`src/design/safil_pkg.sv`:
```
// Shared types, op codes, fault bit positions and state codes for the
// safety interlock lease watchdog. No dependencies.
package safil_pkg;

    // Request op codes; codes 6 and 7 behave as a protocol error
    typedef enum logic [2:0] {
        OP_TICK   = 3'd0,
        OP_HELLO  = 3'd1,
        OP_LEASE  = 3'd2,
        OP_CLEAR  = 3'd3,
        OP_DEBUG  = 3'd4,
        OP_PROTO  = 3'd5
    } t_op;

    // Fault bit positions
    localparam int FB_ESTOP    = 0;
    localparam int FB_BUMPER   = 1;
    localparam int FB_HOST     = 2;
    localparam int FB_UPSTREAM = 3;
    localparam int FB_DRIVER   = 4;
    localparam int FB_POWER    = 5;
    localparam int FB_PROTO    = 6;
    localparam int FAULT_W     = 7;

    // Reported safe state codes
    localparam logic [2:0] SS_BOOT    = 3'd0;
    localparam logic [2:0] SS_STANDBY = 3'd1;
    localparam logic [2:0] SS_RUNNING = 3'd2;
    localparam logic [2:0] SS_STOP    = 3'd3;
    localparam logic [2:0] SS_FAULT   = 3'd4;

    // Supervisor mode, one-hot
    typedef enum logic [4:0] {
        MODE_BOOT    = 5'b00001,
        MODE_STANDBY = 5'b00010,
        MODE_RUNNING = 5'b00100,
        MODE_STOP    = 5'b01000,
        MODE_FAULT   = 5'b10000
    } t_mode;

    // Request word
    typedef struct packed {
        logic [2:0]         op;
        logic               estop_closed;
        logic               bumper_closed;
        logic [31:0]        seq;
        logic [31:0]        lease_timeout;
        logic               host_alive;
        logic               upstream_valid;
        logic               drive_ok;
        logic               supply_ok;
        logic [FAULT_W-1:0] unlatch_mask;
        logic [31:0]        confirm_code;
    } t_in_word;

    // Status word
    typedef struct packed {
        logic [31:0]        reply_seq;
        logic [2:0]         safe_state;
        logic               motion_on;
        logic               estop_level;
        logic               bumper_level;
        logic [FAULT_W-1:0] live_faults;
        logic [FAULT_W-1:0] held_faults;
        logic [31:0]        uptime_ms;
        logic [31:0]        heartbeat;
        logic [31:0]        recorded_seq;
        logic [31:0]        lease_age;
        logic [31:0]        loop_count;
    } t_out_word;

    // One-hot mode to reported code
    function automatic logic [2:0] mode_code(input t_mode m);
        logic [2:0] c;
        case (m)
            MODE_BOOT:    c = SS_BOOT;
            MODE_STANDBY: c = SS_STANDBY;
            MODE_RUNNING: c = SS_RUNNING;
            MODE_STOP:    c = SS_STOP;
            MODE_FAULT:   c = SS_FAULT;
            default:      c = SS_BOOT;
        endcase
        return c;
    endfunction

endpackage

```
`src/design/safil_ifs.sv`:
```
// Valid/ready channel interfaces for requests, status words and the key write.
// Depends on safil_pkg.

interface safil_cmd_if;
    import safil_pkg::*;
    logic     valid;
    logic     ready;
    t_in_word data;
    modport source (output valid, output data, input ready);
    modport sink   (input valid, input data, output ready);
endinterface

interface safil_rsp_if;
    import safil_pkg::*;
    logic      valid;
    logic      ready;
    t_out_word data;
    modport source (output valid, output data, input ready);
    modport sink   (input valid, input data, output ready);
endinterface

interface safil_cfg_if;
    logic        valid;
    logic        ready;
    logic [31:0] data;
    modport source (output valid, output data, input ready);
    modport sink   (input valid, input data, output ready);
endinterface

```
`src/design/safety_interlock_lease_watchdog.sv`:
```
// Top level of the motion-enable safety supervisor: input register, event
// logic and status register. Depends on safil_pkg and safil_ifs.
//
//   channel   dir  word         notes
//   i_cmd     in   t_in_word    one request or tick per word
//   o_rsp     out  t_out_word   one status word per word taken
//   i_cfg     in   32-bit key   clear_key write, always ready
//
// One word per cycle sustained while o_rsp does not stall; each word passes
// through the input register, then the status register, to o_rsp. The state
// update and the status word are produced together as a word leaves the input
// register. Reset puts all state in its initial values (contacts, driver and
// power read as good) and clears the key and both valid flags. A stall on o_rsp
// holds the status word and, once the input register is full, i_cmd.
module safety_interlock_lease_watchdog
    import safil_pkg::*;
(
    input  logic        i_clk,
    input  logic        i_rst_n,
    safil_cmd_if.sink   i_cmd,
    safil_rsp_if.source o_rsp,
    safil_cfg_if.sink   i_cfg
);

    // pipeline registers
    logic      r_in_valid;
    t_in_word  r_in;
    logic      r_out_valid;
    t_out_word r_out;
    logic      advance;

    // supervisor state
    logic [31:0]        r_clear_key;
    logic [31:0]        r_uptime,    n_uptime;
    logic [31:0]        r_loop,      n_loop;
    logic [31:0]        r_heartbeat, n_heartbeat;
    logic [31:0]        r_last_seq,  n_last_seq;
    logic [31:0]        r_stamp,     n_stamp;
    logic [31:0]        r_age,       n_age;
    logic [31:0]        r_timeout,   n_timeout;
    logic               r_seen,      n_seen;
    logic               r_alive,     n_alive;
    logic               r_upstream,  n_upstream;
    logic               r_driver,    n_driver;
    logic               r_power,     n_power;
    logic               r_estop,     n_estop;
    logic               r_bumper,    n_bumper;
    t_mode              r_mode,      n_mode;
    logic               r_enable,    n_enable;
    logic [FAULT_W-1:0] r_fault,     n_fault;
    logic [FAULT_W-1:0] r_latched,   n_latched;
    t_out_word          n_out;

    // scratch for the event logic
    logic               pass_en;
    logic               wd_en;
    logic               eval_en;
    logic [31:0]        age;
    logic [FAULT_W-1:0] clr;
    logic [FAULT_W-1:0] f;

    // handshakes
    assign advance       = r_in_valid && (!r_out_valid || o_rsp.ready);
    assign i_cmd.ready   = !r_in_valid || advance;
    assign i_cfg.ready   = 1'b1;
    assign o_rsp.valid   = r_out_valid;
    assign o_rsp.data    = r_out;

    // event logic on the registered word
    always_comb begin
        n_uptime    = r_uptime;
        n_loop      = r_loop;
        n_heartbeat = r_heartbeat;
        n_last_seq  = r_last_seq;
        n_stamp     = r_stamp;
        n_age       = r_age;
        n_timeout   = r_timeout;
        n_seen      = r_seen;
        n_alive     = r_alive;
        n_upstream  = r_upstream;
        n_driver    = r_driver;
        n_power     = r_power;
        n_estop     = r_estop;
        n_bumper    = r_bumper;
        n_mode      = r_mode;
        n_enable    = r_enable;
        n_fault     = r_fault;
        n_latched   = r_latched;
        pass_en     = 1'b0;
        wd_en       = 1'b0;
        eval_en     = 1'b0;
        age         = '0;
        f           = '0;

        // open contacts keep their latched bits
        clr = r_in.unlatch_mask;
        if (!r_estop) begin
            clr[FB_ESTOP] = 1'b0;
        end
        if (!r_bumper) begin
            clr[FB_BUMPER] = 1'b0;
        end

        case (t_op'(r_in.op))
            OP_TICK: begin
                n_uptime = r_uptime + 32'd1;
                pass_en  = 1'b1;
            end
            OP_HELLO: begin
                n_last_seq = r_in.seq;
                wd_en      = 1'b1;
            end
            OP_LEASE: begin
                n_seen     = 1'b1;
                n_last_seq = r_in.seq;
                n_stamp    = r_uptime;
                n_age      = '0;
                n_timeout  = r_in.lease_timeout;
                n_alive    = r_in.host_alive;
                n_upstream = r_in.upstream_valid;
                n_driver   = r_in.drive_ok;
                n_power    = r_in.supply_ok;
                eval_en    = 1'b1;
            end
            OP_CLEAR: begin
                if (r_in.confirm_code == r_clear_key) begin
                    n_latched = r_latched & ~clr;
                    wd_en     = 1'b1;
                    eval_en   = 1'b1;
                end
                n_last_seq = r_in.seq;
            end
            OP_DEBUG: begin
                pass_en    = 1'b1;
                n_last_seq = r_in.seq;
            end
            default: begin
                // protocol error, also the unused codes
                n_fault = r_fault;
                n_fault[FB_PROTO] = 1'b1;
            end
        endcase

        // safety pass: count and sample contacts
        if (pass_en) begin
            n_loop   = r_loop + 32'd1;
            n_estop  = r_in.estop_closed;
            n_bumper = r_in.bumper_closed;
            wd_en    = 1'b1;
            eval_en  = 1'b1;
        end

        // lease watchdog
        if (wd_en && r_seen && (r_timeout != 32'd0)) begin
            age   = n_uptime - r_stamp;
            n_age = age;
            if (age > r_timeout) begin
                n_alive = 1'b0;
            end
        end

        // fault evaluation
        if (eval_en) begin
            f[FB_ESTOP]    = !n_estop;
            f[FB_BUMPER]   = !n_bumper;
            f[FB_HOST]     = !n_alive;
            f[FB_UPSTREAM] = !n_upstream;
            f[FB_DRIVER]   = !n_driver;
            f[FB_POWER]    = !n_power;
            n_fault        = f;
            n_latched[FB_ESTOP]  = n_latched[FB_ESTOP] | f[FB_ESTOP];
            n_latched[FB_BUMPER] = n_latched[FB_BUMPER] | f[FB_BUMPER];
            n_enable = n_estop && n_bumper && (n_latched == '0) && n_alive
                       && n_upstream && n_driver && n_power;
            if (n_latched != '0) begin
                n_mode = MODE_FAULT;
            end else if (n_enable) begin
                n_mode = MODE_RUNNING;
            end else if (f != '0) begin
                n_mode = MODE_STOP;
            end else begin
                n_mode = MODE_STANDBY;
            end
        end

        if (t_op'(r_in.op) != OP_TICK) begin
            n_heartbeat = r_heartbeat + 32'd1;
        end

        // status word
        n_out.reply_seq    = (t_op'(r_in.op) == OP_TICK) ? 32'd0 : r_in.seq;
        n_out.safe_state   = mode_code(n_mode);
        n_out.motion_on    = n_enable;
        n_out.estop_level  = n_estop;
        n_out.bumper_level = n_bumper;
        n_out.live_faults  = n_fault;
        n_out.held_faults  = n_latched;
        n_out.uptime_ms    = n_uptime;
        n_out.heartbeat    = n_heartbeat;
        n_out.recorded_seq = n_last_seq;
        n_out.lease_age    = n_age;
        n_out.loop_count   = n_loop;
    end

    // input register
    always_ff @(posedge i_clk) begin
        if (!i_rst_n) begin
            r_in_valid <= 1'b0;
        end else if (i_cmd.ready) begin
            r_in_valid <= i_cmd.valid;
        end
    end

    always_ff @(posedge i_clk) begin
        if (i_cmd.valid && i_cmd.ready) begin
            r_in <= i_cmd.data;
        end
    end

    // status register
    always_ff @(posedge i_clk) begin
        if (!i_rst_n) begin
            r_out_valid <= 1'b0;
        end else if (advance) begin
            r_out_valid <= 1'b1;
        end else if (o_rsp.ready) begin
            r_out_valid <= 1'b0;
        end
    end

    always_ff @(posedge i_clk) begin
        if (advance) begin
            r_out <= n_out;
        end
    end

    // confirm key
    always_ff @(posedge i_clk) begin
        if (!i_rst_n) begin
            r_clear_key <= '0;
        end else if (i_cfg.valid) begin
            r_clear_key <= i_cfg.data;
        end
    end

    // supervisor state
    always_ff @(posedge i_clk) begin
        if (!i_rst_n) begin
            r_uptime    <= '0;
            r_loop      <= '0;
            r_heartbeat <= '0;
            r_last_seq  <= '0;
            r_stamp     <= '0;
            r_age       <= '0;
            r_timeout   <= '0;
            r_seen      <= 1'b0;
            r_alive     <= 1'b0;
            r_upstream  <= 1'b0;
            r_driver    <= 1'b1;
            r_power     <= 1'b1;
            r_estop     <= 1'b1;
            r_bumper    <= 1'b1;
            r_mode      <= MODE_BOOT;
            r_enable    <= 1'b0;
            r_fault     <= '0;
            r_latched   <= '0;
        end else if (advance) begin
            r_uptime    <= n_uptime;
            r_loop      <= n_loop;
            r_heartbeat <= n_heartbeat;
            r_last_seq  <= n_last_seq;
            r_stamp     <= n_stamp;
            r_age       <= n_age;
            r_timeout   <= n_timeout;
            r_seen      <= n_seen;
            r_alive     <= n_alive;
            r_upstream  <= n_upstream;
            r_driver    <= n_driver;
            r_power     <= n_power;
            r_estop     <= n_estop;
            r_bumper    <= n_bumper;
            r_mode      <= n_mode;
            r_enable    <= n_enable;
            r_fault     <= n_fault;
            r_latched   <= n_latched;
        end
    end

endmodule

```
`src/flat_wrapper.sv`:
```
// flat-port wrapper written by rule: the top's interface ports become plain ports
module safety_interlock_lease_watchdog_flat import safil_pkg::*;
  (i_clk, i_rst_n, i_cmd_valid, i_cmd_data, i_cmd_ready, o_rsp_valid, o_rsp_data, o_rsp_ready, i_cfg_valid, i_cfg_data, i_cfg_ready);
  safil_cmd_if i_cmd_i ();
  safil_rsp_if o_rsp_i ();
  safil_cfg_if i_cfg_i ();
  input  logic i_clk;
  input  logic i_rst_n;
  input wire logic [$bits(i_cmd_i.valid)-1:0] i_cmd_valid;
  input wire logic [$bits(i_cmd_i.data)-1:0] i_cmd_data;
  output wire logic [$bits(i_cmd_i.ready)-1:0] i_cmd_ready;
  output wire logic [$bits(o_rsp_i.valid)-1:0] o_rsp_valid;
  output wire logic [$bits(o_rsp_i.data)-1:0] o_rsp_data;
  input wire logic [$bits(o_rsp_i.ready)-1:0] o_rsp_ready;
  input wire logic [$bits(i_cfg_i.valid)-1:0] i_cfg_valid;
  input wire logic [$bits(i_cfg_i.data)-1:0] i_cfg_data;
  output wire logic [$bits(i_cfg_i.ready)-1:0] i_cfg_ready;
  assign i_cmd_i.valid = i_cmd_valid;
  assign i_cmd_i.data = i_cmd_data;
  assign i_cmd_ready = i_cmd_i.ready;
  assign o_rsp_valid = o_rsp_i.valid;
  assign o_rsp_data = o_rsp_i.data;
  assign o_rsp_i.ready = o_rsp_ready;
  assign i_cfg_i.valid = i_cfg_valid;
  assign i_cfg_i.data = i_cfg_data;
  assign i_cfg_ready = i_cfg_i.ready;
  safety_interlock_lease_watchdog u_core (.i_clk(i_clk), .i_rst_n(i_rst_n), .i_cmd(i_cmd_i), .o_rsp(o_rsp_i), .i_cfg(i_cfg_i));
endmodule
```
`config.mk`:
```
export PLATFORM = sky130hd
export DESIGN_NAME = safety_interlock_lease_watchdog_flat
export DESIGN_NICKNAME = d
export VERILOG_FILES = /design/src/design/safil_pkg.sv /design/src/design/safil_ifs.sv /design/src/design/safety_interlock_lease_watchdog.sv /design/src/flat_wrapper.sv
export SDC_FILE = /design/constraint.sdc
export NUM_CORES = 1
export LEC_CHECK = 0
export BUFFER_PORTS_ARGS = -buffer_cell sky130_fd_sc_hd__buf_2
export CORE_MARGIN = 4
export CORE_UTILIZATION = 50
export DETAILED_ROUTE_END_ITERATION = 8
export PLACE_DENSITY = 0.84
export SLEW_MARGIN = 30
export SYNTH_ARGS = -nofsm -noshare
export SYNTH_HDL_FRONTEND = slang
export SYNTH_SLANG_ARGS = --single-unit
```
`constraint.sdc`:
```
create_clock -name i_clk -period 9.6 [get_ports i_clk]
set_clock_uncertainty 0.1 [all_clocks]
set_input_delay 1.92 -clock i_clk [delete_from_list [all_inputs] [get_ports i_clk]]
set_output_delay 1.92 -clock i_clk [all_outputs]
set_load 0.05 [all_outputs]
```
== Yosys cells after proc, flatten, opt, wreduce, memory -nomap -nowiden ==
Cells that the tools add are included.
Operators by class
  reductions and logical operators: 31
  $add $sub $neg: 4
  bitwise logic cells: 4
  $lt $le $gt $ge: 1
  equality and inequality tests: 9
  mux-type cells: 35
Operator list (count)
  $mux W32: 6
  $add A32 B1 Y32 const B: 3
  $eq A32 B32 Y1: 1
  $gt A32 B32 Y1: 1
  $reduce_bool A32 Y1: 1
  $sub A32 B32 Y32: 1
  $mux W7: 4
  $mux W1: 17
  $mux W5: 3
  $pmux W3 S4: 1
  $logic_and A1 B1 Y1: 10
  $logic_not A1 Y1: 8
  $and A7 B7 Y7: 1
  $logic_not A7 Y1: 1
  $not A7 Y7: 1
  $reduce_bool A7 Y1: 1
  $eq A3 B2 Y1 const B: 2
  $reduce_bool A6 Y1: 1
  $eq A5 B2 Y1 const B: 1
  $eq A5 B3 Y1 const B: 1
  $eq A5 B4 Y1 const B: 1
  $eq A5 B5 Y1 const B: 1
  $reduce_or A5 Y1: 1
  $mux W4: 1
  12 further kinds: 15
Storage, ports and cells
  word-level logic and storage cells: 128
  output and inout bits: 215
  bits in registers: 609
  bits of input ports: 149

== Depth between registers and ports, before layout ==
  depth after elaboration: 17
  depth in mapped cells: 27

== Worst setup path after synthesis ==
Ideal clock, no wire load.
  path kind: input to register
  start: input o_rsp_ready
  end: register u_core.r_out (netlist bit u_core.o_rsp.data[0]), enable pin
  cell stages on the path: 6
  required time: 8.841 ns
  setup slack: 0.205 ns
  arrival time: 8.636 ns
  cell sequence: nor2b_1 nand2b_1 clkbuf_1 inv_1 clkbuf_1 clkbuf_1
Between the ends
  word-level cells in the longest chain between the ends: 2
Ends and longest elaborated chain
  start, declared: RTL line flat_wrapper.sv:14  | input wire logic [$bits(o_rsp_i.ready)-1:0] o_rsp_ready;
  $logic_or A1 B1 Y1: RTL line safety_interlock_lease_watchdog.sv:63  | assign advance = r_in_valid && (!r_out_valid || o_rsp.ready);
  $logic_and A1 B1 Y1: RTL line safety_interlock_lease_watchdog.sv:63
  via u_core.advance: RTL line safety_interlock_lease_watchdog.sv:30  | logic advance;
  end signal, assigned: RTL line safety_interlock_lease_watchdog.sv:233  | r_out <= n_out;
  end, declared: RTL line safety_interlock_lease_watchdog.sv:29  | t_out_word r_out;
The timed path passes the listed nets, and every way through them passes these cells.
A chain may end at the register's enable or synchronous reset.

==> results.ini <==
[drt]
drtIter0Drc=1499
dr_total_vias=19300
detail_route.first_pass.iterations=5
final_antenna_net_count=0
via_per_inst=5.49
avgRoutedWirePerCell_microns=18.9
drt-total-wl_microns=66500
route.detailed.drc=0

[timing]
fin_crit_ps=7300
tightest_slew_ps=972
slew_viol_final=0
rsz0062_at_grt=no
fin_setup_tns_ps=0
fin_crit_sh_pct=76.0
setup_slack_ps=2300
max_freq_ghz=0.137
setup_viol=0
hold_viol_final=0
relSlewSlack_pct=35.2

[logic_synthesis]
synthArstFlopShare_pct=0
synth-seq-area-share_pct=57.5
ys_ff_latch=609
synth_area_per_cell_sq_um=11.0
synth_cell_types=75
syn-num-nets=2664
synthCells=2448
netlist_area_sq_um=26800
synth_flop_cell=edfxtp_1
synth_edf_count=324
yosys_warnings=0

[min_path]
hp-start=u_core.r_latched[3]
holdPathEnd=u_core.r_latched[3]
hold_depth=2
hp-class=register to register

[global_route]
antenna_found_initial=13
grt.overflow.total=0
track_usage_pct=22.6
grt_pass1_wl_microns=103000
grt_pass1_vias=19200
grt_max_degree=146

[setup_path]
reg2reg_slack_ps=2300
r2r_start=u_core.r_in[111]
rr_worst_depth=24
path_max_fanout=41
r2r_end=u_core.r_enable
required_ps=10010
path_class=register to register
crit_arrival_ps=7710
critPathLaunchType=register
cp-end-kind=register

[cells_and_area]
final_cell_count_no_fill=3516
nets=2985
drive_above_1_share_pct=19.2
synthToLayoutAreaGrowth_pct=16.8

[pwr]
switching_share_pct=24.7
p_int_mw=4.46
pwr-share-comb_pct=8.9
cellPowerDensity_nw_per_um2=189
p_leak_nw=12.4
vdd_drop_max_mv=0.178
p_clk_share_pct=42.2
p_seq_share_pct=48.9
switching_power_mw=1.47

[floorplanning]
initial_core_util_pct=50.8
die_y_microns=240
pin_count=364
dieArea_sq_um=57500
fp.coreArea_sq_um=52900
num_rows=84
die_w_microns=240

[placement]
dp_worst_setup_slack_ps=2380
dp.final_hpwl_microns=45800
io_buffers=362
dp.cells=3388
finalWeightedCongestion=0.864

[flow_run]
maxCapViolCount=0

[clock_tree]
clk_pin_slew_ps=60
htreeDepth=3
cts_root_buffer=clkbuf_16
cts_resized=0
clockBufferDepth=3
insertion_delay_ps=600
cts_tree=built
clock-sinks=609
cts_setup_buffers=0
cts_hold_buf=0
numCtsBuffers=67

[status]
status=finished clean

-- power groups by stage --
stage	registers (mW)	clock network (mW)	logic, mW
5_1_grt	2.91	2.68	0.564
2_1_floorplan	3.11	0	0.217
6_report	2.90	2.50	0.528
3_5_place_dp	2.95	0	0.528
4_1_cts	2.90	2.56	0.531
3_3_place_gp	2.95	0	0.515
-- routing by layer --
metal | share of wire (%) | routed length, microns | vias to the layer above | GRT usage [%]
met5 | 0.17 | 110 | - | 0
met3 | 8.4 | 5600 | 113 | 5.95
li1 | - | - | 9160 | -
met2 | 48 | 31800 | 662 | 37.4
met1 | 41 | 27500 | 9344 | 29.5
met4 | 2.2 | 1440 | 18 | 6.39
-- Yosys cell counts, types with 4 or more instances --
library cell	instances	area share, %
a211oi_1	5	0.14
a21boi_0	108	3.0
a21o_1	21	0.59
a21oi_1	42	0.78
a22o_1	13	0.42
a22oi_1	5	0.14
a31oi_1	6	0.14
and2_1	110	2.6
and3_1	26	0.61
and4_1	9	0.29
buf_1	9	0.13
clkbuf_1	111	1.6
dfxtp_1	285	21
edfxtp_1	324	36
ha_1	66	3.1
inv_1	100	1.4
mux2_2	37	1.6
mux2i_1	47	1.8
nand2_1	306	4.3
nand2b_1	16	0.37
nand3_1	51	0.95
nand4_1	33	0.77
nor2_1	164	2.3
nor2b_1	46	1.1
nor3_1	29	0.54
nor3b_1	36	1.0
nor4_1	19	0.44
o211a_1	7	0.26
o211ai_1	10	0.28
o21a_1	9	0.25
o21ai_0	71	1.3
o21bai_1	4	0.11
o31ai_1	8	0.22
o41ai_1	5	0.16
or3_1	37	0.86
xnor2_1	114	3.7
xor2_1	100	3.3
-- cell type report --
class,instances,area [sq um]
repair buffers,378,1950
inverters,100,388
well taps,688,861
clock buffers,87,1810
fillers,4232,21500
multi-input cells,1613,10600
diodes,4,10.0
clock inverters,37,327
flip-flops and latches,609,15400
-- logic make-up after synthesis --
kind of cell	Yosys count	share of synthesized area (%)
and+or+nand+nor	903	16.9
DFF	609	57.5
AOI/OAI and AO/OA	344	8.93
buffers and inverters	226	3.22
xor gates and xnor gates	214	6.98
muxes	84	3.30
adders and majority gates	67	3.15
other	1	0.0140
-- placed cells by master, fill, tap and decap left out, drive strengths merged, types with 5 or more instances in the layout --
cell type,n
ha,66
inv,106
o31ai,8
a211oi,5
clkbuf,87
o211ai,10
nor4,23
nor3b,38
o211a,7
a31oi,6
and3,26
mux2i,47
nand2,306
xnor2,114
dfxtp,285
and4,9
mux2,37
buf,378
nand4,34
nor3,30
or3,37
a22o,13
clkinv,24
o21a,9
edfxtp,324
a22oi,5
o21ai,73
o41ai,5
nor2,164
a21oi,42
a21o,21
xor2,100
nand2b,16
nand3,51
a21boi,110
and2,110
nor2b,46
-- registers in the layout (all words and copies together) (netlist names), 5 cells and up --
signal              flops
u_core.r_timeout       32
u_core.r_latched        7
u_core.r_last_seq      32
u_core.r_in           107
u_core.r_clear_key     32
u_core.r_uptime        32
u_core.r_age           32
u_core.o_rsp.data     212
u_core.r_stamp         32
u_core.clr              5
u_core.r_fault          7
u_core.r_heartbeat     32
u_core.r_mode           5
u_core.r_loop          32
-- worst max-delay path by stage --
stage                           startpoint              endpoint  slack (ps)
after floorplan                o_rsp_ready  u_core.o_rsp.data[0]         200
after detailed placement  u_core.r_in[111]       u_core.r_enable        2380
after global placement    u_core.r_in[111]      u_core.r_mode[2]        2460
final                     u_core.r_in[111]       u_core.r_enable        2300
after CTS                 u_core.r_in[111]       u_core.r_enable        2310
after global routing      u_core.r_in[111]       u_core.r_enable        1760
-- per-stage QoR --
stage / hold slack [ps] / power (mW) / utilization, % / cell area, sq um
final: 340 / 5.93 / 59.3 / 31400
after global routing: 340 / 6.15 / 59.3 / 31400
after CTS: 333 / 5.99 / 59.3 / 31300
after detailed placement: 325 / 3.48 / 55.2 / 29200
after global placement: 319 / 3.46 / 55.2 / 29200
after floorplan: 312 / 3.33 / - / 26800
-- worst max-delay path, stage by stage (launching register included) --
cell      delay, ps
edfxtp_1        540
or3_1           410
buf_4           290
nor4_1          630
nor2b_1         330
nand2_1         180
nor2_1          150
xor2_1          210
ha_1            320
a21o_1          210
a31o_2          240
a221o_1         330
or3_1           330
o21ai_1         340
o21ai_0         160
xor2_1          330
ha_1            310
o21ai_0         160
o21ai_0          90
o211ai_1        110
a31oi_1         120
a211o_1         240
a32o_1          350
or4b_1          560
a21boi_1        160
(Power assumes the default switching activity.)
